### src/rtl/core/rgbled_pkg.sv
package rgbled_pkg;

   // Field widths fixed by the item and register formats.
   localparam int PHASE_W = 12;
   localparam int TIMER_W = 16;
   localparam int MODE_W  = 3;
   localparam int DUTY_W  = 8;
   localparam int CSR_IDX_W = 2;
   localparam int SUB_W   = 7;

   // Request kinds carried on the input word's tuser.
   typedef enum logic [1:0] {
      REQ_TICK   = 2'd0,
      REQ_MODE   = 2'd1,
      REQ_PULSE  = 2'd2,
      REQ_STROBE = 2'd3
   } req_kind_type;

   // Status modes.
   localparam logic [MODE_W-1:0] MODE_OFF        = 3'd0;
   localparam logic [MODE_W-1:0] MODE_BOOT_HW    = 3'd1;
   localparam logic [MODE_W-1:0] MODE_BOOT_WIFI  = 3'd2;
   localparam logic [MODE_W-1:0] MODE_BOOT_SYNC  = 3'd3;
   localparam logic [MODE_W-1:0] MODE_BOOT_READY = 3'd4;
   localparam logic [MODE_W-1:0] MODE_WIFI_LOST  = 3'd5;
   localparam logic [MODE_W-1:0] MODE_FAULT      = 3'd6;
   localparam logic [MODE_W-1:0] MODE_UNUSED     = 3'd7;

   // Configuration register indexes.
   localparam logic [CSR_IDX_W-1:0] CSR_STROBE_DUR = 2'd0;
   localparam logic [CSR_IDX_W-1:0] CSR_PULSE_DUR  = 2'd1;
   localparam logic [CSR_IDX_W-1:0] CSR_READY_HOLD = 2'd2;

   // Register reset values.
   localparam logic [TIMER_W-1:0] STROBE_DUR_RST = 16'd3000;
   localparam logic [TIMER_W-1:0] PULSE_DUR_RST  = 16'd30;
   localparam logic [TIMER_W-1:0] READY_HOLD_RST = 16'd1000;

   // Blink timing in milliseconds.
   localparam logic [SUB_W-1:0]   STROBE_HALF  = 7'd125;
   localparam logic [SUB_W-1:0]   FAULT_HALF   = 7'd100;
   localparam logic [PHASE_W-1:0] FAULT_WINDOW = 12'd600;

   // Colour intensities.
   localparam logic [DUTY_W-1:0] I_WHITE      = 8'd120;
   localparam logic [DUTY_W-1:0] I_PURPLE     = 8'd150;
   localparam logic [DUTY_W-1:0] I_PULSE_G    = 8'd40;
   localparam logic [DUTY_W-1:0] I_PULSE_B    = 8'd60;
   localparam logic [DUTY_W-1:0] I_HW_R       = 8'd180;
   localparam logic [DUTY_W-1:0] I_HW_G       = 8'd45;
   localparam logic [DUTY_W-1:0] I_WIFI_B     = 8'd150;
   localparam logic [DUTY_W-1:0] I_READY_G    = 8'd25;
   localparam logic [DUTY_W-1:0] I_FAULT_R    = 8'd200;
   localparam logic [DUTY_W-1:0] I_DARK       = 8'd0;

   // Configuration registers as seen by the engine.
   typedef struct packed {
      logic [TIMER_W-1:0] strobe_dur;
      logic [TIMER_W-1:0] pulse_dur;
      logic [TIMER_W-1:0] ready_hold;
   } cfg_type;

   // One input item.
   typedef struct packed {
      req_kind_type      req_type;
      logic [MODE_W-1:0] new_mode;
      logic              display_sleeping;
   } item_type;

   // One result item.
   typedef struct packed {
      logic [DUTY_W-1:0] drive_red;
      logic [DUTY_W-1:0] drive_green;
      logic [DUTY_W-1:0] drive_blue;
      logic [MODE_W-1:0] mode_now;
   } result_type;

   // Active-low duty from an intensity.
   function automatic logic [DUTY_W-1:0] duty(input logic [DUTY_W-1:0] level);
      duty = ~level;
   endfunction

endpackage

### src/rtl/core/rgbled_csr.sv
module rgbled_csr
   import rgbled_pkg::*;
(
   input  logic                 clock,
   input  logic                 reset,
   input  logic                 csr_valid,
   input  logic [CSR_IDX_W-1:0] csr_index,
   input  logic [TIMER_W-1:0]   csr_data,
   output cfg_type              cfg
);

   cfg_type cfg_ff;
   cfg_type cfg_in;

   // Decode the write; an index with no register is dropped.
   always_comb begin
      cfg_in = cfg_ff;
      if (csr_valid) begin
         case (csr_index)
            CSR_STROBE_DUR: cfg_in.strobe_dur = csr_data;
            CSR_PULSE_DUR:  cfg_in.pulse_dur  = csr_data;
            CSR_READY_HOLD: cfg_in.ready_hold = csr_data;
            default:        cfg_in = cfg_ff;
         endcase
      end
   end

   always_ff @(posedge clock) begin
      if (reset) begin
         cfg_ff.strobe_dur <= STROBE_DUR_RST;
         cfg_ff.pulse_dur  <= PULSE_DUR_RST;
         cfg_ff.ready_hold <= READY_HOLD_RST;
      end else begin
         cfg_ff <= cfg_in;
      end
   end

   assign cfg = cfg_ff;

endmodule

### src/rtl/core/rgbled_engine.sv
module rgbled_engine
   import rgbled_pkg::*;
#(
   parameter int PHASE_PERIOD = 3000
) (
   input  logic       clock,
   input  logic       reset,
   input  cfg_type    cfg,
   input  logic       step,
   input  item_type   item,
   output result_type result
);

   logic [PHASE_W-1:0] phase_ff, phase_in;
   logic [SUB_W-1:0]   sub125_ff, sub125_in;
   logic               par125_ff, par125_in;
   logic [SUB_W-1:0]   sub100_ff, sub100_in;
   logic               par100_ff, par100_in;
   logic [MODE_W-1:0]  mode_ff, mode_in;
   logic               strobe_on_ff, strobe_on_in;
   logic [TIMER_W-1:0] strobe_el_ff, strobe_el_in;
   logic               pulse_on_ff, pulse_on_in;
   logic [TIMER_W-1:0] pulse_el_ff, pulse_el_in;
   logic [TIMER_W-1:0] ready_el_ff, ready_el_in;

   logic [PHASE_W:0]   phase_inc;
   logic [TIMER_W:0]   ready_inc;
   logic               fault_lit;

   assign phase_inc = {1'b0, phase_ff} + {{PHASE_W{1'b0}}, 1'b1};
   assign ready_inc = {1'b0, ready_el_ff} + {{TIMER_W{1'b0}}, 1'b1};

   // Next state for the accepted item. The sub-counters follow the phase so
   // that the blink parities need no division.
   always_comb begin
      phase_in     = phase_ff;
      sub125_in    = sub125_ff;
      par125_in    = par125_ff;
      sub100_in    = sub100_ff;
      par100_in    = par100_ff;
      mode_in      = mode_ff;
      strobe_on_in = strobe_on_ff;
      strobe_el_in = strobe_el_ff;
      pulse_on_in  = pulse_on_ff;
      pulse_el_in  = pulse_el_ff;
      ready_el_in  = ready_el_ff;
      case (item.req_type)
         REQ_TICK: begin
            if (phase_inc >= (PHASE_W + 1)'(PHASE_PERIOD)) begin
               phase_in  = '0;
               sub125_in = '0;
               par125_in = 1'b0;
               sub100_in = '0;
               par100_in = 1'b0;
            end else begin
               phase_in = phase_inc[PHASE_W-1:0];
               if (sub125_ff == STROBE_HALF - 7'd1) begin
                  sub125_in = '0;
                  par125_in = ~par125_ff;
               end else begin
                  sub125_in = sub125_ff + 7'd1;
               end
               if (sub100_ff == FAULT_HALF - 7'd1) begin
                  sub100_in = '0;
                  par100_in = ~par100_ff;
               end else begin
                  sub100_in = sub100_ff + 7'd1;
               end
            end
            if (strobe_on_ff) begin
               if (strobe_el_ff >= cfg.strobe_dur) begin
                  strobe_on_in = 1'b0;
               end else begin
                  strobe_el_in = strobe_el_ff + 16'd1;
               end
            end
            if (pulse_on_ff) begin
               if (pulse_el_ff >= cfg.pulse_dur) begin
                  pulse_on_in = 1'b0;
               end else begin
                  pulse_el_in = pulse_el_ff + 16'd1;
               end
            end
            if (mode_ff == MODE_BOOT_READY) begin
               if (ready_inc >= {1'b0, cfg.ready_hold}) begin
                  mode_in     = MODE_OFF;
                  ready_el_in = '0;
               end else begin
                  ready_el_in = ready_inc[TIMER_W-1:0];
               end
            end
         end
         REQ_MODE: begin
            mode_in     = (item.new_mode == MODE_UNUSED) ? MODE_OFF : item.new_mode;
            ready_el_in = '0;
         end
         REQ_PULSE: begin
            if (!item.display_sleeping) begin
               pulse_on_in = 1'b1;
               pulse_el_in = '0;
            end
         end
         default: begin
            strobe_on_in = 1'b1;
            strobe_el_in = '0;
         end
      endcase
   end

   assign fault_lit = (phase_in < FAULT_WINDOW) && !par100_in;

   // Colour selection in priority order: strobe, pulse, mode.
   always_comb begin
      result.mode_now    = mode_in;
      result.drive_red   = duty(I_DARK);
      result.drive_green = duty(I_DARK);
      result.drive_blue  = duty(I_DARK);
      if (strobe_on_in) begin
         if (!par125_in) begin
            result.drive_red   = duty(I_WHITE);
            result.drive_green = duty(I_WHITE);
            result.drive_blue  = duty(I_WHITE);
         end else begin
            result.drive_red   = duty(I_PURPLE);
            result.drive_blue  = duty(I_PURPLE);
         end
      end else if (pulse_on_in) begin
         result.drive_green = duty(I_PULSE_G);
         result.drive_blue  = duty(I_PULSE_B);
      end else begin
         case (mode_in)
            MODE_BOOT_HW: begin
               result.drive_red   = duty(I_HW_R);
               result.drive_green = duty(I_HW_G);
            end
            MODE_BOOT_WIFI:  result.drive_blue  = duty(I_WIFI_B);
            MODE_BOOT_READY: result.drive_green = duty(I_READY_G);
            MODE_FAULT: begin
               if (fault_lit) begin
                  result.drive_red = duty(I_FAULT_R);
               end
            end
            default: result.drive_red = duty(I_DARK);
         endcase
      end
   end

   always_ff @(posedge clock) begin
      if (reset) begin
         phase_ff     <= '0;
         sub125_ff    <= '0;
         par125_ff    <= 1'b0;
         sub100_ff    <= '0;
         par100_ff    <= 1'b0;
         mode_ff      <= MODE_OFF;
         strobe_on_ff <= 1'b0;
         strobe_el_ff <= '0;
         pulse_on_ff  <= 1'b0;
         pulse_el_ff  <= '0;
         ready_el_ff  <= '0;
      end else if (step) begin
         phase_ff     <= phase_in;
         sub125_ff    <= sub125_in;
         par125_ff    <= par125_in;
         sub100_ff    <= sub100_in;
         par100_ff    <= par100_in;
         mode_ff      <= mode_in;
         strobe_on_ff <= strobe_on_in;
         strobe_el_ff <= strobe_el_in;
         pulse_on_ff  <= pulse_on_in;
         pulse_el_ff  <= pulse_el_in;
         ready_el_ff  <= ready_el_in;
      end
   end

   // The phase stays inside its period and the sub-counters inside theirs.
   a_phase_range: assert property (@(posedge clock) disable iff (reset)
      phase_ff < PHASE_W'(PHASE_PERIOD))
      else $error("phase counter left its period");

   a_sub_range: assert property (@(posedge clock) disable iff (reset)
      (sub125_ff < STROBE_HALF) && (sub100_ff < FAULT_HALF))
      else $error("blink sub-counter out of range");

   // A phase at zero means both sub-counters and both blink parities are cleared.
   a_sub_zero: assert property (@(posedge clock) disable iff (reset)
      (phase_ff == '0) |-> (sub125_ff == '0 && sub100_ff == '0 && !par125_ff && !par100_ff))
      else $error("sub-counters not aligned with phase wrap");

   // The unused mode code is never stored.
   a_mode_code: assert property (@(posedge clock) disable iff (reset)
      mode_ff != MODE_UNUSED)
      else $error("unused mode code stored");

   // Mode and phase hold in every cycle that takes no item.
   a_idle_hold: assert property (@(posedge clock) disable iff (reset)
      !step |=> $stable(mode_ff) && $stable(phase_ff))
      else $error("state changed without an item");

endmodule

### src/rtl/core/rgb_status_led_pattern_engine.sv
// Status LED pattern engine: each input word (a 1 ms tick, a mode write, a
// traffic-pulse trigger or a priority-strobe trigger) yields exactly one
// result word with the active-low red, green and blue duties and the current
// mode. The block takes one word per clock cycle unless the input register
// is full and the result register stalled; the two registers frame a single
// combinational pass that updates the phase, timers and mode and selects
// the colour. Configuration writes are registered and should only be
// issued while no word is in flight. PHASE_PERIOD sets the length of the
// free-running phase in ticks (250 to 4095).
module rgb_status_led_pattern_engine
   import rgbled_pkg::*;
#(
   parameter int PHASE_PERIOD = 3000
) (
   input  logic                 clock,
   input  logic                 reset,
   // Input words.
   input  logic                 req_tvalid,
   output logic                 req_tready,
   input  logic [7:0]           req_tdata,   // new_mode[2:0], display_sleeping[3], zero pad
   input  logic [1:0]           req_tuser,   // req_type[1:0]
   // Result words.
   output logic                 rsp_tvalid,
   input  logic                 rsp_tready,
   output logic [31:0]          rsp_tdata,   // drive_red[7:0], drive_green[15:8],
                                             // drive_blue[23:16], mode_now[26:24], zero pad
   // Configuration writes.
   input  logic                 csr_valid,
   output logic                 csr_ready,
   input  logic [CSR_IDX_W-1:0] csr_index,
   input  logic [TIMER_W-1:0]   csr_data
);

   cfg_type    cfg;
   item_type   item_ff, item_in;
   logic       req_valid_ff, req_valid_in;
   result_type result;
   result_type result_ff;
   logic       rsp_valid_ff, rsp_valid_in;
   logic       out_free;
   logic       step;
   logic       req_take;

   assign csr_ready = 1'b1;

   rgbled_csr u_csr (
      .clock     (clock),
      .reset     (reset),
      .csr_valid (csr_valid),
      .csr_index (csr_index),
      .csr_data  (csr_data),
      .cfg       (cfg)
   );

   // Stage handshake: the input register moves on whenever the result
   // register is empty or being drained.
   assign out_free   = !rsp_valid_ff || rsp_tready;
   assign step       = req_valid_ff && out_free;
   assign req_tready = !req_valid_ff || out_free;
   assign req_take   = req_tvalid && req_tready;

   assign req_valid_in = req_take || (req_valid_ff && !step);
   assign rsp_valid_in = step || (rsp_valid_ff && !rsp_tready);

   assign item_in.req_type         = req_kind_type'(req_tuser[1:0]);
   assign item_in.new_mode         = req_tdata[2:0];
   assign item_in.display_sleeping = req_tdata[3];

   rgbled_engine #(
      .PHASE_PERIOD (PHASE_PERIOD)
   ) u_engine (
      .clock  (clock),
      .reset  (reset),
      .cfg    (cfg),
      .step   (step),
      .item   (item_ff),
      .result (result)
   );

   // Control registers.
   always_ff @(posedge clock) begin
      if (reset) begin
         req_valid_ff <= 1'b0;
         rsp_valid_ff <= 1'b0;
      end else begin
         req_valid_ff <= req_valid_in;
         rsp_valid_ff <= rsp_valid_in;
      end
   end

   // Payload registers.
   always_ff @(posedge clock) begin
      if (req_take) begin
         item_ff <= item_in;
      end
      if (step) begin
         result_ff <= result;
      end
   end

   assign rsp_tvalid = rsp_valid_ff;
   assign rsp_tdata  = {5'd0, result_ff.mode_now, result_ff.drive_blue,
                        result_ff.drive_green, result_ff.drive_red};

   // A word in the input register is consumed only when the result slot frees.
   a_no_overwrite: assert property (@(posedge clock) disable iff (reset)
      (rsp_valid_ff && !rsp_tready) |-> !step)
      else $error("result register overwritten while stalled");

   // Every step produces a result word on the next cycle.
   a_step_result: assert property (@(posedge clock) disable iff (reset)
      step |=> rsp_valid_ff)
      else $error("step without result");

   // Input register full and blocked means no new word is taken.
   a_hold_input: assert property (@(posedge clock) disable iff (reset)
      (req_valid_ff && !out_free) |-> !req_tready)
      else $error("input register accepted while full");

endmodule
### config.mk
export PLATFORM = sky130hd
export DESIGN_NAME = rgb_status_led_pattern_engine
export DESIGN_NICKNAME = d
export VERILOG_FILES = /design/src/rtl/core/rgbled_pkg.sv /design/src/rtl/core/rgbled_csr.sv /design/src/rtl/core/rgbled_engine.sv /design/src/rtl/core/rgb_status_led_pattern_engine.sv
export SDC_FILE = /design/constraint.sdc
export NUM_CORES = 1
export LEC_CHECK = 0
export ABC_AREA = 1
export BUFFER_PORTS_ARGS = -buffer_cell sky130_fd_sc_hd__buf_2
export CAP_MARGIN = 5
export CELL_PAD_IN_SITES_DETAIL_PLACEMENT = 1
export CELL_PAD_IN_SITES_GLOBAL_PLACEMENT = 1
export CORE_ASPECT_RATIO = 1.2
export CORE_UTILIZATION = 48
export DETAILED_ROUTE_END_ITERATION = 10
export PLACE_DENSITY_LB_ADDON = 0.05
export SLEW_MARGIN = 30
export SYNTH_ARGS = -nofsm -noshare
export SYNTH_HDL_FRONTEND = slang
export SYNTH_HIERARCHICAL = 1
export SYNTH_SLANG_ARGS = --single-unit
### constraint.sdc
create_clock -name clock -period 10.55 [get_ports clock]
set_clock_uncertainty 0.15 [all_clocks]
set_input_delay 2.6375 -clock clock [delete_from_list [all_inputs] [get_ports clock]]
set_output_delay 2.6375 -clock clock [all_outputs]
set_load 0.005 [all_outputs]
==> results.py <==
metrics = {
    "outcome": {
        "status": "finished clean",
    },
    "worst_setup_path": {
        "critPathRequiredTime_ns": 7.76,
        "start_kind": "primary input",
        "path_max_fanout": 3,
        "cp-startpoint": "rsp_tready",
        "end_kind": "output port",
        "r2r-start": "u_engine/ready_el_ff[0]",
        "reg2reg_depth": 20,
        "path_class": "primary input to output port",
        "worstReg2RegEnd": "u_engine/ready_el_ff[1]",
        "r2r_slack_ns": 6.51,
        "arrival_ns": 3.07,
    },
    "final_layout": {
        "num-nets-final": 1384,
        "fin_util_pct": 54.0,
        "finalNonFillerCells": 1563,
        "nFillCells": 2456,
        "drive_above_1_share_pct": 12.7,
        "syn_to_final_growth_pct": 10.5,
    },
    "timing": {
        "rsz0062_at_grt": "false",
        "max_freq_mhz": 171,
        "tightest_slew_ns": 0.860,
        "slew_viol_final": 0,
        "timing.final.crit_share_pct": 55.5,
        "finalCriticalPeriod_ns": 5.86,
        "finalHoldViolations": 0,
        "hold_ws_ns": 0.312,
        "max_slew_margin_pct": 42.5,
        "fin_ws_ns": 4.69,
        "tns_ns": 0,
        "finalSetupViolations": 0,
    },
    "clock_tree": {
        "cts_tree": "done",
        "post_cts_buffers": 0,
        "clk_path_buf_depth": 2,
        "cts_root_buffer": "clkbuf_16",
        "clk_latency_ns": 0.43,
        "cts_buffers": 17,
        "cts_sinks": 164,
        "htree_levels": 4,
        "clk_pin_slew_ns": 0.07,
        "cts_resized": 0,
        "cts_hold_buf": 0,
    },
    "hold_path": {
        "hp-start": "u_csr/cfg[41]",
        "hold_path_depth": 2,
        "hp-class": "flop to flop",
        "min_to": "u_csr/cfg[41]",
    },
    "grt": {
        "grt_pass1_wl_microns": 39700,
        "grt_overflow_total": 0,
        "grt_pass1_vias": 8338,
        "antenna_found_initial": 3,
        "gr-usage-all-layers_pct": 25.5,
        "grt_max_degree": 49,
    },
    "flow_run": {
        "maxCapViolCount": 0,
    },
    "place": {
        "place_inst": 1529,
        "place_congestion": 0.790,
        "dp_slack_ns": 4.68,
        "hpwl_microns": 17700,
        "numPortBuffers": 57,
    },
    "floorplanning": {
        "core_sq_um": 18800,
        "die_w_microns": 128,
        "die_area_sq_um": 19700,
        "die_y_microns": 154,
        "std_cell_rows": 55,
        "ios": 68,
        "initial_core_util_pct": 48.9,
    },
    "synthesis": {
        "yosysMostFrequentCell": "nand2_1",
        "synthFlopType": "dfxtp_1",
        "syn_inst": 1251,
        "synth-warning-count": 6,
        "synthArstFlopShare_pct": 0,
        "netlist_area_sq_um": 9190,
        "synthTopCellsByArea": "dfxtp_1 (29%), nand2_1 (12%), edfxtp_1 (11%)",
        "ys_seq_area_share_pct": 39.3,
        "avgSynthCellArea_sq_um": 7.35,
        "yosys.area.top_type": "dfxtp_1",
        "synth_commonest_cells": "nand2_1 (283), inv_1 (189), dfxtp_1 (131)",
        "netlist.area_leader.share_pct": 28.5,
        "ys_ff_latch": 164,
        "synth-edff-count": 33,
        "synth.distinct_cells": 47,
    },
    "power": {
        "power.clock.fraction_pct": 43.0,
        "p_int_w": 0.00104,
        "switchingPower_w": 0.000374,
        "switching_share_pct": 26.5,
        "power.density_nw_per_um2": 139,
        "ir_drop_mv": 0.117,
        "combPwrFrac_pct": 9.1,
        "p_leak_nw": 4.63,
        "sequentialPowerShare_pct": 48.0,
    },
    "detailed_routing": {
        "routed_wl_microns": 23700,
        "drt_iter0_drc": 303,
        "via_per_inst": 5.16,
        "first_pass_iters": 4,
        "drc": 0,
        "wl_per_cell_microns": 15.2,
        "ant_nets": 0,
        "vias": 8058,
    },
}
-- final cells by class --
class / instances / area, sq um / area share [%]
diodes: 2 / 5.00 / 0.0493
clock buffers: 18 / 429 / 4.23
clock inverters: 14 / 144 / 1.42
inverters: 204 / 766 / 7.54
multi-input cells: 844 / 4560 / 44.9
flip-flops and latches: 164 / 3610 / 35.6
well taps: 256 / 320 / 3.15
repair buffers: 61 / 315 / 3.11
-- power groups by stage --
stage / Combinational (W) / Clock (W) / Sequential (W)
global route: 0.000146 / 0.000643 / 0.000679
detailed placement: 0.000127 / 0 / 0.000691
global placement: 0.000122 / 0 / 0.000689
CTS: 0.000129 / 0.000619 / 0.000676
floorplan: 0.0000916 / 0 / 0.000688
finish: 0.000128 / 0.000606 / 0.000676
-- worst max-delay path, cell delays in order --
cell and delay, ns:
buf_2 0.10, inv_2 0.09, nand3_2 0.10, buf_2 0.15
-- layout by cell type, fill, tap and decap left out, drive strengths merged, types with 6 or more instances in the layout --
master	instances
nor3	24
nand2	301
edfxtp	33
clkbuf	18
clkinv	6
o21ai	45
or2	8
buf	61
dfxtp	131
inv	209
nand3	89
xor2	19
conb	10
ha	59
nand4	21
a21oi	107
nor2	129
-- cell families (layout without fill, tap and decap cells) --
logic type               after synthesis  in the layout  share of synthesized area, %
AND/OR/NAND/NOR                      576            576                          28.1
buffers and inverters                250            297                          11.5
AO/OA/AOI/OAI                        175            175                          10.7
flip-flops                           164            164                          39.3
adder cells (fa/ha/maj)               59             59                          8.03
XOR/XNOR                              24             24                          2.29
other                                  3             12                         0.122
-- state kept, by name, indices dropped and copies added, names as in the netlist --
| name | cells |
|---|---|
| u_engine/par125_ff | 1 |
| rsp_tvalid | 1 |
| u_engine/pulse_el_ff | 16 |
| rsp_tdata | 27 |
| u_csr/cfg | 48 |
| u_engine/mode_ff | 3 |
| u_engine/strobe_on_ff | 1 |
| req_valid_ff | 1 |
| u_engine/pulse_on_ff | 1 |
| u_engine/sub125_ff | 7 |
| u_engine/sub100_ff | 7 |
| u_engine/par100_ff | 1 |
| u_engine/phase_ff | 12 |
| u_engine/strobe_el_ff | 16 |
| item_ff | 6 |
| u_engine/ready_el_ff | 16 |
-- worst max-delay path by stage --
stage                                    to  slack, ns  cells past startpoint
CTS                              req_tready       4.68                      4
global placement                 req_tready       4.71                      4
floorplan           u_engine/pulse_el_ff[7]       4.77                     10
detailed placement               req_tready       4.68                      4
global route                     req_tready       4.64                      4
finish                           req_tready       4.69                      4
-- layer usage --
layer / wire length [microns] / share of wire, % / vias up / GRT usage (%)
li1: - / - / 4064 / -
met1: 10500 / 44 / 3862 / 30.3
met2: 12200 / 52 / 102 / 46.7
met3: 603 / 2.5 / 28 / 3.03
met4: 409 / 1.7 / 2 / 8.46
met5: 13 / 0.055 / - / 0
-- metrics by stage --
| stage | power [W] | area [sq um] |
|---|---|---|
| floorplan | 0.000779 | 9220 |
| global placement | 0.000811 | 9580 |
| detailed placement | 0.000818 | 9580 |
| CTS | 0.00142 | 10100 |
| global route | 0.00147 | 10200 |
| finish | 0.00141 | 10200 |
Power figures use the tool's default switching activity.
